### config.mk
export PLATFORM = sky130hd
export DESIGN_NAME = pdop_isqrt_pipe
export DESIGN_NICKNAME = d
export VERILOG_FILES = /design/src/rtl/pdop_pkg.sv /design/src/rtl/pdop_isqrt_pipe.sv
export SDC_FILE = /design/constraint.sdc
export NUM_CORES = 2
export LEC_CHECK = 0
export ABC_AREA = 1
export BUFFER_PORTS_ARGS = -buffer_cell sky130_fd_sc_hd__buf_2
export CAP_MARGIN = 5
export CORE_MARGIN = 2
export CORE_UTILIZATION = 70
export DETAILED_ROUTE_END_ITERATION = 10
export GPL_TIMING_DRIVEN = 0
export PLACE_DENSITY = 0.95
export SETUP_SLACK_MARGIN = 0.3
export SLEW_MARGIN = 20
export SYNTH_ARGS = -nofsm -noshare
export SYNTH_HDL_FRONTEND = slang
export SYNTH_SLANG_ARGS = --single-unit
export TNS_END_PERCENT = 100
### constraint.sdc
create_clock -name clk -period 4.6 [get_ports clk]
set_input_delay 0.46 -clock clk [delete_from_list [all_inputs] [get_ports clk]]
set_output_delay 0.46 -clock clk [all_outputs]
set_load 0.005 [all_outputs]
### src/rtl/pdop_pkg.sv
// ----------------------------------------------------------------------------
// pdop_pkg
// types, widths and register codes of the periodic disc overlap push unit
// ----------------------------------------------------------------------------
package pdop_pkg;

    localparam int COORD_WIDTH = 32;
    localparam int DIAM_WIDTH  = 29;
    localparam int BOX_WIDTH   = 31;
    localparam int CFG_WIDTH   = 31;
    localparam int CFG_IDX_W   = 2;
    localparam int EXT_WIDTH   = COORD_WIDTH + 2;
    localparam int SQ_WIDTH    = 2 * DIAM_WIDTH;
    localparam int ROOT_STEPS  = DIAM_WIDTH;
    localparam int QUO_WIDTH   = DIAM_WIDTH;

    localparam logic [DIAM_WIDTH-1:0] DIAM_RESET  = DIAM_WIDTH'(10485760);
    localparam logic [BOX_WIDTH-1:0]  BOX_W_RESET = BOX_WIDTH'(2011797914);
    localparam logic [BOX_WIDTH-1:0]  BOX_H_RESET = BOX_WIDTH'(1270604313);
    localparam logic [SQ_WIDTH-1:0]   DD_RESET    =
        SQ_WIDTH'(DIAM_RESET) * SQ_WIDTH'(DIAM_RESET);

    typedef enum logic [CFG_IDX_W-1:0] {
        CFG_DIAM  = 2'd0,
        CFG_BOX_W = 2'd1,
        CFG_BOX_H = 2'd2
    } cfg_idx_t;

    typedef struct packed {
        logic signed [COORD_WIDTH-1:0] center_x;
        logic signed [COORD_WIDTH-1:0] center_y;
        logic signed [COORD_WIDTH-1:0] other_x;
        logic signed [COORD_WIDTH-1:0] other_y;
    } pdop_in_t;

    typedef struct packed {
        logic                          overlap;
        logic                          coincident;
        logic signed [COORD_WIDTH-1:0] push_x;
        logic signed [COORD_WIDTH-1:0] push_y;
    } pdop_out_t;

endpackage

### src/rtl/pdop_isqrt_pipe.sv
// ----------------------------------------------------------------------------
// pdop_isqrt_pipe
// integer square root, one result bit per register stage
// ----------------------------------------------------------------------------
module pdop_isqrt_pipe
    import pdop_pkg::*;
#(
    parameter int SIDE_W = 1
)
(
    input  logic                  clk,
    input  logic                  rst_n,
    input  logic                  en,
    input  logic                  in_valid,
    input  logic [SQ_WIDTH-1:0]   in_sq,
    input  logic [SIDE_W-1:0]     in_side,
    output logic                  out_valid,
    output logic [DIAM_WIDTH-1:0] out_root,
    output logic [SIDE_W-1:0]     out_side
);

    logic [SQ_WIDTH-1:0] rem_reg  [ROOT_STEPS];
    logic [SQ_WIDTH-1:0] res_reg  [ROOT_STEPS];
    logic [SIDE_W-1:0]   side_reg [ROOT_STEPS];
    logic [ROOT_STEPS-1:0] valid_reg;

    for (genvar k = 0; k < ROOT_STEPS; k++)
    begin : g_step
        localparam logic [SQ_WIDTH:0] BIT = (SQ_WIDTH+1)'(1) << (2 * (ROOT_STEPS - 1 - k));
        logic [SQ_WIDTH-1:0] rem_in;
        logic [SQ_WIDTH-1:0] res_in;
        logic [SIDE_W-1:0]   side_in;
        logic                v_in;
        logic [SQ_WIDTH:0]   trial;
        logic                take;
        logic [SQ_WIDTH-1:0] rem_next;
        logic [SQ_WIDTH-1:0] res_next;

        if (k == 0)
        begin : g_first
            assign rem_in  = in_sq;
            assign res_in  = '0;
            assign side_in = in_side;
            assign v_in    = in_valid;
        end
        else
        begin : g_next
            assign rem_in  = rem_reg[k-1];
            assign res_in  = res_reg[k-1];
            assign side_in = side_reg[k-1];
            assign v_in    = valid_reg[k-1];
        end

        assign trial    = {1'b0, res_in} + BIT;
        assign take     = {1'b0, rem_in} >= trial;
        assign rem_next = take ? rem_in - trial[SQ_WIDTH-1:0] : rem_in;
        assign res_next = take ? (res_in >> 1) + BIT[SQ_WIDTH-1:0] : res_in >> 1;

        always_ff @(posedge clk or negedge rst_n)
        begin
            if (!rst_n)
            begin
                valid_reg[k] <= 1'b0;
            end
            else if (en)
            begin
                valid_reg[k] <= v_in;
            end
        end

        always_ff @(posedge clk)
        begin
            if (en)
            begin
                rem_reg[k]  <= rem_next;
                res_reg[k]  <= res_next;
                side_reg[k] <= side_in;
            end
        end
    end

    assign out_valid = valid_reg[ROOT_STEPS-1];
    assign out_root  = res_reg[ROOT_STEPS-1][DIAM_WIDTH-1:0];
    assign out_side  = side_reg[ROOT_STEPS-1];

endmodule

==> run_results.csv, run 1 <==
group,metric,value,unit
yosys,syn_nets,15180,
grt,grt_overflow,43,
yosys,ys_ff_latch,2117,
place,hpwl,295000,µm
place,dpl_cell_area,125000,µm²
yosys,synth_cell_type_count,51,
yosys,synth-edff-count,2088,
grt,grt_max_degree,161,
yosys,synthArstFlopShare,1.37,%
yosys,synth_xor_area_share,2.89,%
grt,grt_usage,54.5,%
yosys,synth_top_family_by_area,"simple AND/OR/NAND/NOR gates",
run_status,status,"stopped before the end",
clocking,cts-buffers-inserted,206,
place,port_buffers,93,
clocking,cts_buffer_depth,3,
run_status,error,"[ERROR GRT-0232] Routing congestion too high. Check the congestion heatmap in the GUI.",
yosys,synth-compound-area-share,4.23,%
place,gp_congestion,1.07,
floorplanning,die_x,420,µm
clocking,cts.sinks,2117,
yosys,synth.area.mux_share,0.00927,%
yosys,ys_warn_count,0,
floorplanning,die_h,420,µm
yosys,synth_flop_cell,"edfxtp_1",
clocking,postCtsSetupBuffers,0,
yosys,mappedNetlistArea,121000,µm²
run_status,lastStage,"global routing (5_1_grt)",
clocking,clock-root-buffer,"clkbuf_16",
yosys,synthAdderAreaFrac,4.74,%
yosys,ys_seq_area_share,52.2,%
yosys,syn_inst,14657,
floorplanning,rows,152,
yosys,yosys.area_share.simple,27.5,%
floorplanning,start_util,70.6,%
yosys,syn_area_per_cell,8.28,µm²
floorplanning,ios,94,
clocking,htree_levels,4,
[through the flow]
stage          instances  utilization (%)  setup slack, ns
4_1_cts            17519             77.2            0.586
3_5_place_dp       17075             72.8            0.827
3_3_place_gp       17060             72.6           -28.25
2_1_floorplan      14657                -             2.44
[cells in the mapped netlist (10+ instances only)]
library cell / count / share of area, %
nand2_1: 4965 / 15
inv_1: 2484 / 7.7
edfxtp_1: 2088 / 52
nor2_1: 1643 / 5.1
nand3_1: 784 / 3.2
a21oi_1: 466 / 1.9
ha_1: 460 / 4.7
o21ai_0: 273 / 1.1
nand4_1: 265 / 1.4
xor2_1: 249 / 1.8
xnor2_1: 151 / 1.1
nor3_1: 150 / 0.62
nand3b_1: 99 / 0.61
nor4_1: 76 / 0.39
a21oi_2: 61 / 0.44
buf_2: 50 / 0.21
nor2_2: 43 / 0.22
o21ai_1: 36 / 0.15
and2_1: 33 / 0.17
buf_6: 29 / 0.27
dfrtp_1: 29 / 0.60
buf_4: 26 / 0.16
inv_2: 19 / 0.059
nand2_2: 19 / 0.098
o21bai_1: 19 / 0.12
or2_2: 19 / 0.098
a21o_1: 18 / 0.11
o21ai_2: 12 / 0.087
o211ai_1: 11 / 0.068
a21boi_0: 10 / 0.062
[repair_timing]
action | CTS
gates resized for setup | 0
hold buffers | 63
endpoints found under the hold margin | 96
endpoints found under the setup margin | 0
[logic make-up after synthesis]
kind of cell / after synthesis
xor+xnor: 400
compound gates: 927
buf+inv: 2621
simple gates: 8131
flops: 2117
fa+ha+maj: 460
mux: 1
[layer usage]
layer | overflow | global-route usage [%]
met2 | 27 | 75.3
met4 | 10 | 41.9
met1 | 4 | 62.5
met5 | 0 | 13.5
met3 | 2 | 28.6
==> inputs of run 2 (changes only) <==
CORE_UTILIZATION = 40   (was 70)
PLACE_DENSITY = unset   (was 0.95)
PLACE_DENSITY_LB_ADDON = 0.15   (was unset)
SETUP_SLACK_MARGIN = unset   (was 0.3)
==> run_results.csv, run 2 <==
group,metric,value,unit
run_status,status,"complete, no violations",
yosys,ys_warn_count,0,
yosys,synthArstFlopShare,1.37,%
finish,instances_no_fill,19244,
worst_hold_path,min_path_type,"in2async",
critical_path,crit_arrival,4.09,ns
critical_path,critPathMaxFanout,144,
routing,drt_iter0_drc,7848,
grt,grt_pass1_wl,547000,µm
grt,grt_overflow,0,
clocking,cts_buffer_depth,4,
yosys,synth-edff-count,2088,
power,pwr_density_cell,455,nW/µm²
yosys,synth_cell_type_count,51,
sta,setup_viol,0,
sta,hold_viol_final,0,
power,cellLeakagePower,0.0608,µW
grt,grt_usage,23.5,%
power,peakVddDrop,0.370,mV
sta,tightest_slew,1.04,ns
sta,max_slew_margin,30.0,%
sta,fin_crit_sh,78.6,%
finish,syn_to_final_growth,11.7,%
place,gp_congestion,0.978,
critical_path,critical_path_class,"in2reg",
yosys,ys_seq_area_share,52.2,%
critical_path,ff2ff_setup_slack,1.05,ns
floorplanning,ios,94,
critical_path,start_kind,"input pin",
sta,period_minus_slack,3.61,ns
sta,rsz0062_at_grt,"no",
yosys,yosys.area.top_type_share,51.6,%
yosys,syn_area_per_cell,8.28,µm²
finish,largest_reg_flops,1624,
routing,wl_per_cell,19.2,µm
yosys,mappedNetlistArea,121000,µm²
floorplanning,core,303000,µm²
yosys,synth_top_area_cell,"edfxtp_1",
clocking,clkTransAtPathRegs,0.06,ns
flow_run,drv_cap,0,
finish,layout_common_cells,"nand2_1 (4,965), inv_1 (2,484), edfxtp_1 (2,088)",
floorplanning,fp.dieArea,308000,µm²
clocking,htree_levels,4,
routing,wl,369000,µm
routing,drc,0,
sta,slew_viol_final,0,
critical_path,endpoint_kind,"register",
clocking,clock-root-buffer,"clkbuf_16",
yosys,synth_flop_cell,"edfxtp_1",
routing,dr_total_vias,94579,
place,placed_cells,18744,
yosys,syn_nets,15180,
sta,clock_skew,0.0853,ns
floorplanning,rows,202,
clocking,cts.sinks,2117,
sta,tns,0,ns
floorplanning,start_util,40.1,%
floorplanning,die_x,555,µm
yosys,syn_inst,14657,
sta,clock.fmax,277,MHz
yosys,synth_most_common_cell,"nand2_1",
grt,antenna_found_initial,8,
yosys,synth_area_leaders,"edfxtp_1 (52%), nand2_1 (15%), inv_1 (7.7%)",
grt,first_global_vias,89649,
routing,first_pass_iters,7,
yosys,ys_ff_latch,2117,
routing,via_per_inst,4.91,
finish,fin_nets,15588,
clocking,cts_tree,"built",
critical_path,required,5.08,ns
finish,drive_gt1_share,4.94,%
clocking,cts-buffers-inserted,234,
floorplanning,die_h,555,µm
finish,layout_commonest_cell,"nand2_1",
place,port_buffers,93,
grt,grt_max_degree,150,
clocking,clock_latency,0.93,ns
place,hpwl,300000,µm
routing,ant_nets,0,
yosys,ys_top_cells_by_count,"nand2_1 (4,965), inv_1 (2,484), edfxtp_1 (2,088)",
-- run 2: cell counts after synthesis --
No cell type changed its count.
-- run 2: per-stage QoR --
stage / area [µm²] / hold slack, ns / setup slack [ns] / power [µW] / util [%]
2_1_floorplan: 121000 / 0.164 / 2.44 / 37000 / -
6_report: 136000 / 0.177 / 0.985 / 61700 / 44.8
3_3_place_gp: 127000 / 0.400 / -31.26 / 44500 / 41.9
4_1_cts: 136000 / 0.105 / 0.839 / 62200 / 44.8
3_5_place_dp: 127000 / 0.405 / 0.820 / 43300 / 42.1
5_1_grt: 136000 / 0.151 / 0.843 / 65200 / 44.8
-- run 2: routing by layer --
layer | global-route usage [%] | wire length [µm] | vias to the layer above
li1 | - | - | 47960
met1 | 29.0 | 153000 | 43706
met2 | 42.7 | 186000 | 2371
met3 | 2.22 | 16400 | 540
met4 | 8.09 | 13700 | 2
met5 | 0 | 13 | -
-- run 2: critical path: stages --
cell           delay (ns)
dlygate4sd3_1        0.57
buf_12               0.31
buf_16               0.46
buf_16               0.48
buf_16               0.51
buf_16               0.51
-- run 2: cell type report --
type,count,area [µm²]
antenna,2,5.00
clock inverter,155,1550
sequential,2117,63400
clock buffer,280,6070
buffer,118,836
multi-input combinational,9919,47800
timing repair buffer,172,1550
tap,3978,4980
fill,30065,167000
inverter,2503,9400
-- run 2: timing repair --
item	4_1_cts	5_1_grt
endpoints found under the hold margin	153	0
setup endpoints to repair	0	0
hold buffers	63	0
resized for setup	0	0
buffers inserted	0	0
-- run 2: worst paths after layout --
check	from	end	cells after the start
setup reg to reg	res_reg[2][157]$_DFFE_PP_	rem_reg[5][99]$_DFFE_PP_	13
setup / recovery	en	rem_reg[11][45]$_DFFE_PP_	6
max in group asynchronous	rst_n	g_step[14].v_in$_DFFE_PN0P_	2
hold / removal	rst_n	out_valid$_DFFE_PN0P_	2
hold reg to reg	side_reg[0][14]$_DFFE_PP_	side_reg[0][15]$_DFFE_PP_	0
min in group clk	in_sq[4]	rem_reg[0][4]$_DFFE_PP_	2
-- run 2: kinds of logic after synthesis --
logic type,after synthesis,share of synthesized area [%]
adder cells (fa/ha/maj),460,4.74
AND/OR/NAND/NOR,8131,27.5
XOR/XNOR,400,2.89
buffers and inverters,2621,8.43
multiplexers,1,0.00927
AO/OA/AOI/OAI,927,4.23
flip-flops,2117,52.2
-- run 2: power by group --
group          internal [µW]  switching, µW
logic                   5160          11400
clock network          10800           7780
registers              24400           2210
total                  40300          21400
No activity file was read; power rests on OpenSTA's default activity.
